$ cat config.mk
export PLATFORM = sky130hd
export DESIGN_NAME = gyro_heading_hold_steering_unit
export DESIGN_NICKNAME = d
export VERILOG_FILES = /design/src/rtl/core/ghs_pkg.sv /design/src/rtl/core/gyro_heading_hold_steering_unit.sv
export SDC_FILE = /design/constraint.sdc
export NUM_CORES = 1
export LEC_CHECK = 0
export ABC_AREA = 1
export BUFFER_PORTS_ARGS = -buffer_cell sky130_fd_sc_hd__buf_2
export CELL_PAD_IN_SITES_DETAIL_PLACEMENT = 0
export CELL_PAD_IN_SITES_GLOBAL_PLACEMENT = 1
export CORE_ASPECT_RATIO = 1.4
export CORE_MARGIN = 10
export CORE_UTILIZATION = 40
export CTS_BUF_LIST = sky130_fd_sc_hd__clkbuf_8
export DETAILED_ROUTE_END_ITERATION = 10
export PLACE_DENSITY = 0.81
export SETUP_SLACK_MARGIN = 0.5
export SLEW_MARGIN = 20
export SYNTH_ARGS = -nofsm -noshare
export SYNTH_HDL_FRONTEND = slang
export SYNTH_SLANG_ARGS = --single-unit
$ cat constraint.sdc
create_clock -name clk_i -period 4.6 [get_ports clk_i]
set_input_delay 0.46 -clock clk_i [delete_from_list [all_inputs] [get_ports clk_i]]
set_output_delay 0.46 -clock clk_i [all_outputs]
set_load 0.005 [all_outputs]
$ cat src/rtl/core/ghs_pkg.sv
// Package for the gyro heading-hold steering unit.
// Holds the fixed-point constants, register indexes and the slew delay map.
// No dependencies.
`default_nettype none

package ghs_pkg;

  localparam int unsigned CfgIdxW  = 3;
  localparam int unsigned CfgDataW = 16;

  localparam logic [CfgIdxW-1:0] RegGyroBias    = 3'd0;
  localparam logic [CfgIdxW-1:0] RegSteeringGain = 3'd1;
  localparam logic [CfgIdxW-1:0] RegServoMin    = 3'd2;
  localparam logic [CfgIdxW-1:0] RegServoMax    = 3'd3;
  localparam logic [CfgIdxW-1:0] RegServoSpeed  = 3'd4;

  // Q9.16 degrees
  localparam logic [25:0] YawFull  = 26'd23592960;
  localparam logic [25:0] YawHalf  = 26'd11796480;
  // round(2^32 * 16 * 180 / (pi * 1e6))
  localparam logic [21:0] Rad2DegK = 22'd3937336;

  localparam logic [7:0] AngLow  = 8'd45;
  localparam logic [7:0] AngHigh = 8'd135;
  localparam logic [7:0] AngMid  = 8'd90;
  localparam logic [8:0] AngSpan = 9'd45;

  localparam logic [5:0]  DelaySlow = 6'd50;
  localparam logic [15:0] GainReset = 16'd655;

  // 50 - speed*45/255, divide by 255 through reciprocal (exact below 65535)
  function automatic logic [5:0] slew_delay(input logic [7:0] speed);
    logic [13:0] prod;
    logic [13:0] quo;
    prod = 14'({6'd0, speed} * 14'd45);
    quo  = (prod + 14'd1 + (prod >> 8)) >> 8;
    return DelaySlow - quo[5:0];
  endfunction

endpackage

`default_nettype wire

$ cat src/rtl/core/gyro_heading_hold_steering_unit.sv
// Top level of the gyro heading-hold steering unit: yaw integration, heading
// error steering and servo slew, built around one bit-serial shift-add multiplier.
// Depends on ghs_pkg.
//
//  channel   | direction | handshake                    | word
//  ----------+-----------+------------------------------+-------------------------------
//  s_axis    | in        | s_axis_tvalid/s_axis_tready  | tuser: cmd; tdata: rate_z,
//            |           |                              |   elapsed_us, direction
//  m_axis    | out       | m_axis_tvalid/m_axis_tready  | tdata: yaw_deg, servo_target,
//            |           |                              |   servo_angle
//  cfg       | in        | cfg_we_i                     | cfg_idx_i, cfg_data_i
//
// A sample word runs from acceptance to the next acceptance through three
// serial multiplies (16, 22 and 16 multiplier bits, one multiplier bit per cycle)
// plus eleven further steps; a tick word skips the multiplies and goes through the tick step. Input is taken only
// in idle; a result waiting on m_axis does not block the next word, but a
// finished word holds until the output register is free. Reset is
// asynchronous, active low, and needs no clearing pass.
`default_nettype none

module gyro_heading_hold_steering_unit (
  input  wire logic                          clk_i,
  input  wire logic                          rst_ni,
  input  wire logic                          s_axis_tvalid,
  output logic                               s_axis_tready,
  input  wire logic [39:0]                   s_axis_tdata,  // rate_z, elapsed_us, direction
  input  wire logic                          s_axis_tuser,  // cmd
  output logic                               m_axis_tvalid,
  input  wire logic                          m_axis_tready,
  output logic [47:0]                        m_axis_tdata,  // yaw_deg, servo_target, servo_angle
  input  wire logic                          cfg_we_i,
  input  wire logic [ghs_pkg::CfgIdxW-1:0]   cfg_idx_i,
  input  wire logic [ghs_pkg::CfgDataW-1:0]  cfg_data_i
);

  localparam logic [3:0] S_IDLE  = 4'd0;
  localparam logic [3:0] S_ABS   = 4'd1;
  localparam logic [3:0] S_MUL1  = 4'd2;
  localparam logic [3:0] S_M2SET = 4'd3;
  localparam logic [3:0] S_MUL2  = 4'd4;
  localparam logic [3:0] S_YAW   = 4'd5;
  localparam logic [3:0] S_WRAP  = 4'd6;
  localparam logic [3:0] S_ERR   = 4'd7;
  localparam logic [3:0] S_EWRAP = 4'd8;
  localparam logic [3:0] S_M3SET = 4'd9;
  localparam logic [3:0] S_MUL3  = 4'd10;
  localparam logic [3:0] S_STEER = 4'd11;
  localparam logic [3:0] S_CLAMP = 4'd12;
  localparam logic [3:0] S_TICK  = 4'd13;
  localparam logic [3:0] S_DONE  = 4'd14;

  // configuration
  logic [15:0] bias_q;
  logic [15:0] gain_q;
  logic [7:0]  smin_q;
  logic [7:0]  smax_q;
  logic [7:0]  speed_q;

  // control and state
  logic [3:0]  state_q, state_d;
  logic [24:0] yaw_q, yaw_d;
  logic [24:0] tyaw_q, tyaw_d;
  logic        ldv_q, ldv_d;
  logic        ld_q, ld_d;
  logic [7:0]  target_q, target_d;
  logic [7:0]  angle_q, angle_d;
  logic [5:0]  wait_q, wait_d;
  logic        mvalid_q, mvalid_d;
  logic [4:0]  cnt_q, cnt_d;

  // datapath
  logic signed [16:0] diff_q, diff_d;
  logic [15:0]        us_q, us_d;
  logic               dir_q, dir_d;
  logic               neg_q, neg_d;
  logic [33:0]        mcand_q, mcand_d;
  logic [21:0]        mul_q, mul_d;
  logic [55:0]        acc_q, acc_d;
  logic signed [25:0] wide_q, wide_d;
  logic [7:0]         ang_q, ang_d;
  logic [47:0]        mdata_q, mdata_d;

  logic [34:0] psum;
  logic [16:0] rate_mag;
  logic [22:0] qinc;
  logic [25:0] err_mag;
  logic [8:0]  hi;
  logic        capture;
  logic [7:0]  step_ang;

  assign s_axis_tready = (state_q == S_IDLE);
  assign m_axis_tvalid = mvalid_q;
  assign m_axis_tdata  = mdata_q;

  always_comb begin
    psum     = {1'b0, acc_q[55:22]} + (mul_q[0] ? {1'b0, mcand_q} : 35'd0);
    rate_mag = diff_q[16] ? 17'(-diff_q) : 17'(diff_q);
    qinc     = acc_q[54:32] + {22'd0, acc_q[31]};
    err_mag  = wide_q[25] ? 26'(-wide_q) : 26'(wide_q);
    hi       = {1'b0, acc_q[45:38]} + {8'd0, neg_q & (|acc_q[37:6])};
    capture  = !ldv_q || (dir_q != ld_q);
    step_ang = (angle_q < target_q) ? angle_q + 8'd1 : angle_q - 8'd1;
  end

  always_comb begin
    state_d  = state_q;
    yaw_d    = yaw_q;
    tyaw_d   = tyaw_q;
    ldv_d    = ldv_q;
    ld_d     = ld_q;
    target_d = target_q;
    angle_d  = angle_q;
    wait_d   = wait_q;
    mvalid_d = mvalid_q;
    cnt_d    = cnt_q;
    diff_d   = diff_q;
    us_d     = us_q;
    dir_d    = dir_q;
    neg_d    = neg_q;
    mcand_d  = mcand_q;
    mul_d    = mul_q;
    acc_d    = acc_q;
    wide_d   = wide_q;
    ang_d    = ang_q;
    mdata_d  = mdata_q;

    if (mvalid_q && m_axis_tready) begin
      mvalid_d = 1'b0;
    end

    case (state_q)
      S_IDLE: begin
        if (s_axis_tvalid) begin
          diff_d  = $signed({s_axis_tdata[15], s_axis_tdata[15:0]})
                    - $signed({bias_q[15], bias_q});
          us_d    = s_axis_tdata[31:16];
          dir_d   = s_axis_tdata[32];
          state_d = s_axis_tuser ? S_TICK : S_ABS;
        end
      end
      S_ABS: begin
        neg_d   = diff_q[16];
        mcand_d = {17'd0, rate_mag};
        mul_d   = {6'd0, us_q};
        acc_d   = '0;
        cnt_d   = 5'd15;
        state_d = S_MUL1;
      end
      S_MUL1, S_MUL2, S_MUL3: begin
        acc_d = {psum, acc_q[21:1]};
        mul_d = mul_q >> 1;
        cnt_d = cnt_q - 5'd1;
        if (cnt_q == 5'd0) begin
          case (state_q)
            S_MUL1:  state_d = S_M2SET;
            S_MUL2:  state_d = S_YAW;
            default: state_d = S_STEER;
          endcase
        end
      end
      S_M2SET: begin
        mcand_d = {1'b0, acc_q[38:6]};
        mul_d   = ghs_pkg::Rad2DegK;
        acc_d   = '0;
        cnt_d   = 5'd21;
        state_d = S_MUL2;
      end
      S_YAW: begin
        wide_d  = neg_q ? $signed({1'b0, yaw_q}) - $signed({3'd0, qinc})
                        : $signed({1'b0, yaw_q}) + $signed({3'd0, qinc});
        state_d = S_WRAP;
      end
      S_WRAP: begin
        if (wide_q[25]) begin
          yaw_d = 25'(wide_q + $signed(ghs_pkg::YawFull));
        end else if (wide_q >= $signed(ghs_pkg::YawFull)) begin
          yaw_d = 25'(wide_q - $signed(ghs_pkg::YawFull));
        end else begin
          yaw_d = wide_q[24:0];
        end
        state_d = S_ERR;
      end
      S_ERR: begin
        if (capture) begin
          tyaw_d = yaw_q;
          ldv_d  = 1'b1;
          ld_d   = dir_q;
          wide_d = '0;
        end else begin
          wide_d = $signed({1'b0, tyaw_q}) - $signed({1'b0, yaw_q});
        end
        state_d = S_EWRAP;
      end
      S_EWRAP: begin
        if (wide_q > $signed(ghs_pkg::YawHalf)) begin
          wide_d = wide_q - $signed(ghs_pkg::YawFull);
        end else if (wide_q < -$signed(ghs_pkg::YawHalf)) begin
          wide_d = wide_q + $signed(ghs_pkg::YawFull);
        end
        state_d = S_M3SET;
      end
      S_M3SET: begin
        neg_d   = wide_q[25] ^ dir_q;
        mcand_d = {10'd0, err_mag[23:0]};
        mul_d   = {6'd0, gain_q};
        acc_d   = '0;
        cnt_d   = 5'd15;
        state_d = S_MUL3;
      end
      S_STEER: begin
        if (hi > ghs_pkg::AngSpan) begin
          ang_d = neg_q ? ghs_pkg::AngLow : ghs_pkg::AngHigh;
        end else begin
          ang_d = neg_q ? ghs_pkg::AngMid - hi[7:0] : ghs_pkg::AngMid + hi[7:0];
        end
        state_d = S_CLAMP;
      end
      S_CLAMP: begin
        if (ang_q < smin_q) begin
          target_d = smin_q;
        end else if (ang_q > smax_q) begin
          target_d = smax_q;
        end else begin
          target_d = ang_q;
        end
        state_d = S_DONE;
      end
      S_TICK: begin
        if (wait_q != 6'd0) begin
          wait_d = wait_q - 6'd1;
        end else if (angle_q != target_q) begin
          angle_d = step_ang;
          wait_d  = ghs_pkg::slew_delay(speed_q) - 6'd1;
        end
        state_d = S_DONE;
      end
      S_DONE: begin
        if (!mvalid_q || m_axis_tready) begin
          mvalid_d = 1'b1;
          mdata_d  = {7'd0, angle_q, target_q, yaw_q};
          state_d  = S_IDLE;
        end
      end
      default: state_d = S_IDLE;
    endcase
  end

  always_ff @(posedge clk_i or negedge rst_ni) begin
    if (!rst_ni) begin
      bias_q  <= '0;
      gain_q  <= ghs_pkg::GainReset;
      smin_q  <= 8'd0;
      smax_q  <= 8'd180;
      speed_q <= 8'd255;
    end else if (cfg_we_i) begin
      case (cfg_idx_i)
        ghs_pkg::RegGyroBias:     bias_q  <= cfg_data_i;
        ghs_pkg::RegSteeringGain: gain_q  <= cfg_data_i;
        ghs_pkg::RegServoMin:     smin_q  <= cfg_data_i[7:0];
        ghs_pkg::RegServoMax:     smax_q  <= cfg_data_i[7:0];
        ghs_pkg::RegServoSpeed:   speed_q <= cfg_data_i[7:0];
        default: ;
      endcase
    end
  end

  always_ff @(posedge clk_i or negedge rst_ni) begin
    if (!rst_ni) begin
      state_q  <= S_IDLE;
      yaw_q    <= '0;
      tyaw_q   <= '0;
      ldv_q    <= 1'b0;
      ld_q     <= 1'b0;
      target_q <= ghs_pkg::AngMid;
      angle_q  <= ghs_pkg::AngMid;
      wait_q   <= '0;
      mvalid_q <= 1'b0;
      cnt_q    <= '0;
    end else begin
      state_q  <= state_d;
      yaw_q    <= yaw_d;
      tyaw_q   <= tyaw_d;
      ldv_q    <= ldv_d;
      ld_q     <= ld_d;
      target_q <= target_d;
      angle_q  <= angle_d;
      wait_q   <= wait_d;
      mvalid_q <= mvalid_d;
      cnt_q    <= cnt_d;
    end
  end

  always_ff @(posedge clk_i) begin
    diff_q  <= diff_d;
    us_q    <= us_d;
    dir_q   <= dir_d;
    neg_q   <= neg_d;
    mcand_q <= mcand_d;
    mul_q   <= mul_d;
    acc_q   <= acc_d;
    wide_q  <= wide_d;
    ang_q   <= ang_d;
    mdata_q <= mdata_d;
  end

  // hold the heading inside one turn
  a_yaw_range: assert property (@(posedge clk_i) disable iff (!rst_ni)
    {1'b0, yaw_q} < ghs_pkg::YawFull)
    else $error("heading left [0,360)");

  a_wait_range: assert property (@(posedge clk_i) disable iff (!rst_ni)
    wait_q < ghs_pkg::DelaySlow)
    else $error("slew wait above the slowest delay");

  a_angle_still: assert property (@(posedge clk_i) disable iff (!rst_ni)
    (state_q != S_TICK) |=> $stable(angle_q))
    else $error("servo angle moved outside a tick");

  a_angle_step: assert property (@(posedge clk_i) disable iff (!rst_ni)
    (state_q == S_TICK) |=> (angle_q == $past(angle_q)
                             || angle_q == $past(angle_q) + 8'd1
                             || angle_q == $past(angle_q) - 8'd1))
    else $error("servo angle stepped more than one degree");

endmodule

`default_nettype wire
## Yosys cells after proc, flatten, opt, wreduce, memory -nomap -nowiden

Cells that the tools add are included.

- Register bits: 362
- Bits in latches: 0
- RAM bits: 0
- ROM bits: 0
- Input port bits: 65
- Output and inout bits: 50
- Word-level logic and storage cells: 146
- Memories: 0

- Add/subtract/negate cells: 21
- Multipliers: 1
- Div/mod/pow operators: 0
- Order comparisons: 7
- Equality and inequality tests: 24
- Shift-type cells: 0
- Multiplexer cells: 32
- Bitwise logic cells: 3
- Reductions and logical operators: 33

Operators by type and width:

| cell | count |
|---|---|
| $pmux 56 s2 | 1 |
| $mux 26 | 4 |
| $pmux 34 s3 | 1 |
| $pmux 22 s4 | 1 |
| $pmux 26 s3 | 1 |
| $mux 25 | 2 |
| $mux 8 | 6 |
| $pmux 4 s12 | 1 |
| $add 34x34->35 | 1 |
| $mux 34 | 1 |
| $reduce_or 32->1 | 1 |
| $eq 4x4->1 const B | 7 |
| $add 25x23->26 | 1 |
| $add 26x26->26 const B | 1 |
| $ge 26x26->1 const B | 1 |
| $gt 26x25->1 const B | 1 |
| $lt 26x25->1 const B | 1 |
| $sub 25x23->26 | 1 |
| $sub 25x25->26 | 1 |
| $sub 26x26->26 const B | 1 |
| $mux 24 | 1 |
| $neg 24->24 | 1 |
| $add 23x1->23 | 1 |
| $reduce_and 2->1 | 10 |
| 49 further kinds | 73 |

## Longest topological paths before layout

- Depth after elaboration: 7
- Depth in mapped cells: 31
- Mapped depth without buffers: 31

## Worst setup path before layout

Ideal clock, no wire load.

- Kind: register -> register
- Start point: register speed_q[7]
- End point: register wait_q[3]
- Setup time: 141 ps
- Arrival: 4482 ps
- Required time: 4459 ps
- Path slack: -24 ps
- Cell stages (with the launch flop): 28
- Buffers on the path: 0
- Cells stage by stage: dfstp_2 ha_1 fa_1 inv_1 fa_1 inv_1 ha_1 a21oi_1 or2_2 nand3_1 nand2_1 nand2_1 inv_1 ha_1 a21oi_1 a21boi_0 nand2_1 nand2_1 nand2_1 nand3_1 nand2_1 nand2_1 inv_1 ha_1 nand3_1 nand3_1 o211ai_1 o21ai_0

- Cells in the longest elaborated chain, start to end: 7

RTL lines:

| what | RTL line | RTL |
|---|---|---|
| from (decl) | gyro_heading_hold_steering_unit.sv:57 | `logic [7:0] speed_q;` |
| from (signal assigned) | gyro_heading_hold_steering_unit.sv:261 | `ghs_pkg::RegServoSpeed: speed_q <= cfg_data_i[7:0];` |
| $mul 8x6->14 (*) | ghs_pkg.sv:35 | `prod = 14'({6'd0, speed} * 14'd45);` |
| $add 14x1->14 | ghs_pkg.sv:36 | `quo = (prod + 14'd1 + (prod >> 8)) >> 8;` |
| $add 14x6->14 (*) | ghs_pkg.sv:36 |  |
| $sub 6x6->6 (*) | ghs_pkg.sv:37 | `return DelaySlow - quo[5:0];` |
| $sub 6x1->6 (*) | gyro_heading_hold_steering_unit.sv:233 | `wait_d = ghs_pkg::slew_delay(speed_q) - 6'd1;` |
| $mux 6 (*) | gyro_heading_hold_steering_unit.sv:231 | `end else if (angle_q != target_q) begin` |
| $mux 6 (*) | gyro_heading_hold_steering_unit.sv:229 | `if (wait_q != 6'd0) begin` |
| to (signal assigned) | gyro_heading_hold_steering_unit.sv:287 | `wait_q <= wait_d;` |
| to (decl) | gyro_heading_hold_steering_unit.sv:67 | `logic [5:0] wait_q, wait_d;` |

Every way passes the cells marked *; elsewhere a longest branch is shown, timed or not. The select of a mux whose other input is x is not followed.
A chain may end at the register's enable or synchronous reset.

## Worst setup path in the final report

- Start point: register speed_q[4]
- End point: register wait_q[3]

Same word-level chain as after synthesis.

==> key figures <==
Die
  • IO Pins: 115
  • Die Span X: 225 um
  • Row cnt: 105
  • Die area: 68900 um2
  • Initial Utilization: 40.3%
  • Core area: 58300 um2
  • Die Ht: 307 um

Drt
  • Routed vias/inst: 5.25
  • Routed via count: 20300
  • DRC Markers: 0
  • Drt total wl: 68.0 mm
  • Post-DRT Antenna Nets: 0
  • WL/cell: 17.6 um
  • 1st-pass router iterations: 6
  • Initial DRC count: 1084

Synthesis
  • Most common library cells after synthesis: 594 x nand2_1, 411 x inv_1, 297 x o21ai_0, 241 x nor2_1, 221 x a21oi_1
  • Seq cells post-synth: 355
  • Largest family of logic cells by synthesized area: simple AND/OR/NAND/NOR gates
  • Multiplexer share of the synthesized area: 0%
  • Number of synthesized flops with an enable pin: 215
  • Sequential share of the synthesized area: 42.5%
  • Post-Synth Adder-Cell Area: 10.7%
  • Synth area leader: edfxtp_1
  • Count of cell types in the netlist: 58
  • Xor/xnor share of the synthesized area: 3.95%
  • Yosys warns: 0
  • Most numerous cell in the Yosys netlist: nand2_1
  • Largest cells by area after synthesis: edfxtp_1 27%, dfrtp_1 12%, nand2_1 9.5%
  • Yosys top cell area share: 27.5%
  • Most used DFF post-synth: edfxtp_1
  • Post-synthesis simple-gate area fraction: 19.1%
  • Async S/R FF share, synth: 39.4%
  • Mapped Cells: 2870
  • Synth Area in Compound Gates: 15.9%
  • Mapped Area: 23500 um2
  • Avg Cell Area, Syn: 8.18 um2

Global route
  • Antenna violations before repair: 1
  • Largest net degree at the start of global routing: 141
  • Vias in the first global route: 20500
  • First-pass GRT wire length: 106 mm
  • Total gr overflow: 0
  • Total GRT Usage: 19.3%

Place
  • Placed cell area: 25100 um2
  • Port buffer count: 100
  • Setup WS pre-CTS: 0.0607 ns
  • Hpwl dp: 51.7 mm
  • DP Cell Count: 3691
  • GPL Wtd Cong: 0.965

Hold path
  • Worst Hold Endpoint: bias_q[13]$_DFFE_PN0P_
  • Beginning of the worst hold path: cfg_data_i[13]
  • Hold Path Stages: 3
  • Min-Delay Path Class: in2reg

Pwr
  • Worst VDD drop: 0.000430 V
  • Switch Pwr: 11.2 mW
  • Pint: 12.1 mW
  • Comb pwr share: 60.2%
  • LEAKAGE: 12.6 nW
  • Switch share: 48.1%
  • Share of power burned in the clock network: 13.0%
  • Pwr/cell area: 841 nW/um2
  • Sequential share of power: 26.8%

Final layout
  • Fraction of layout cells with a size suffix above 1: 15.3%
  • Area grow syn2layout: 17.8%
  • # nets final: 3329
  • Fillcell total: 5698
  • Storage cell area: 9990 um2
  • Post-Layout Cell Count: 3871
  • Final design area excluding fillers: 27700 um2
  • Multi-input gate area: 12600 um2

Clocking
  • CTS root buf: clkbuf_8
  • Max Root-Sink Buffers: 3
  • CTS tree: built
  • Clk sinks: 355
  • H-tree Lvls: 2
  • CTS Buf Count: 58
  • Skew-Pair Late Insertion Delay: 0.71 ns
  • Clk slew on worst S/H paths: 0.07 ns

STA
  • Min Hold Slack: 0.0674 ns
  • Worst slew pin tran: 1.02 ns
  • Slew Limit Fails: 0
  • Fmax: 227 MHz
  • RSZ-0062 raised after global routing: true
  • Setup slack after layout: 0.188 ns
  • Clk_skew: 0.0689 ns
  • Clock period minus worst slack: 4.41 ns
  • Slew margin rel.: 32.1%
  • Final Hold Fails: 0
  • Setup violators final: 0
  • Final Cycle Share: 95.9%

Critical path
  • Buf+Inv Stages, Crit Path: 4
  • Crit-path slowest cell: dfstp_2
  • CP required: 5.11 ns
  • FF-to-FF path depth: 27
  • R2R setup slack: 0.19 ns
  • Crit Path Max Fanout: 7
  • Critical Path Start Type: register
  • Slowest stage delay, CP: 0.57 ns
  • Critical R2R Capture: wait_q[3]$_DFFE_PN0P_
  • Arrival @ worst endpoint: 4.92 ns
  • Worst path top cell family by delay: adder cells
  • R2r startpoint: speed_q[4]$_DFFE_PN1P_
  • CP Class: reg2reg
  • Crit end category: register

Job
  • # Max-Cap Violations: 0

Outcome
  • Status: finished, final reports clean
worst max path at each step:
stage          cells past startpoint                    from                    end  slack [ns]
2_1_floorplan                     27  speed_q[7]$_DFFE_PN1P_  wait_q[3]$_DFFE_PN0P_        0.38
3_3_place_gp                      29  speed_q[5]$_DFFE_PN1P_  wait_q[3]$_DFFE_PN0P_         0.1
3_5_place_dp                      27  speed_q[2]$_DFFE_PN1P_  wait_q[3]$_DFFE_PN0P_        0.06
4_1_cts                           27  speed_q[5]$_DFFE_PN1P_  wait_q[3]$_DFFE_PN0P_        0.16
5_1_grt                           27  speed_q[4]$_DFFE_PN1P_  wait_q[5]$_DFFE_PN0P_       -0.03
6_report                          27  speed_q[4]$_DFFE_PN1P_  wait_q[3]$_DFFE_PN0P_        0.19
cell type report:
type	instances	share of cell area (%)
multi-input cells	2042	45.5
flip-flops and latches	355	36.1
inverters	416	5.65
repair buffers	199	4.80
clock buffers	69	3.43
well taps	749	3.39
clock inverters	40	1.16
diodes	1	0.00904
tightest hold or removal path, stage by stage:
cell     delay [ns]
buf_2          0.09
inv_1          0.06
o21ai_0        0.08
what timing repair did:
| item | CTS | global route |
|---|---|---|
| pin swaps | 35 | 54 |
| setup buffers | 26 | 22 |
| hold endpoints to repair | 125 | 0 |
| hold buffers | 21 | 0 |
| gates resized for setup | 54 | 107 |
| endpoints found under the setup margin | 15 | 23 |
state kept, by name, summed over array words and instances, names as in the netlist, 16 cells and up:
register and flops:
m_axis_tdata 41, mcand_q 33, tyaw_q 25, acc_q 50
us_q 16, bias_q 16, mul_q 22, diff_q 17
yaw_q 25, wide_q 26, gain_q 16
cells in the final DEF, fill, tap and decap left out, drive strengths merged, types with 7 or more instances in the layout:
cell type and instances:
dfrtp 114, o211ai 33, or2 12, nor4 8, o31ai 10, nand4 39
buf 177, a22oi 16, conb 7, clkbuf 70, a21oi 221, o21a 12
dlygate4sd3 21, nor3 33, nand3 116, a31oi 16, dfstp 26, fa 14
nor2 251, o22ai 10, a211oi 7, inv 430, xnor2 34, edfxtp 215
clkinv 20, o221ai 13, xor2 72, o21ai 304, ha 178, nand2 599
a21o 7
stage by stage:
step | power [mW] | setup TNS, ns | util (%)
after global routing | 25.3 | -0.0347 | 47.4
after detailed placement | 18.7 | 0 | 43.0
final | 23.3 | 0 | 47.4
after CTS | 22.3 | 0 | 46.3
after global placement | 18.4 | 0 | 42.9
after floorplan | 15.2 | 0 | -
routing by layer:
layer / part of all wire [%] / wire length (um) / global-route usage (%)
met5: 0 / 0 / 0
met4: 4.9 / 3340 / 9.87
met3: 4.1 / 2800 / 2.62
met2: 52 / 35200 / 35.5
met1: 39 / 26700 / 21.1
power groups by stage:
| stage | Combinational (mW) | Clock, mW | Sequential [mW] |
|---|---|---|---|
| after global placement | 12.2 | 0 | 6.21 |
| final | 14.0 | 3.02 | 6.24 |
| after global routing | 15.7 | 3.24 | 6.35 |
| after detailed placement | 12.4 | 0 | 6.24 |
| after CTS | 13.0 | 3.10 | 6.21 |
| after floorplan | 9.35 | 0 | 5.81 |
cell families (layout without fill, tap and decap cells):
group	Yosys count	count (layout)
XOR/XNOR	106	106
buffers and inverters	479	724
flip-flops	355	355
AO/OA/AOI/OAI	670	670
AND/OR/NAND/NOR	1067	1067
adder cells (fa/ha/maj)	192	192
other	1	8
No activity file was read; power rests on OpenSTA's default activity.
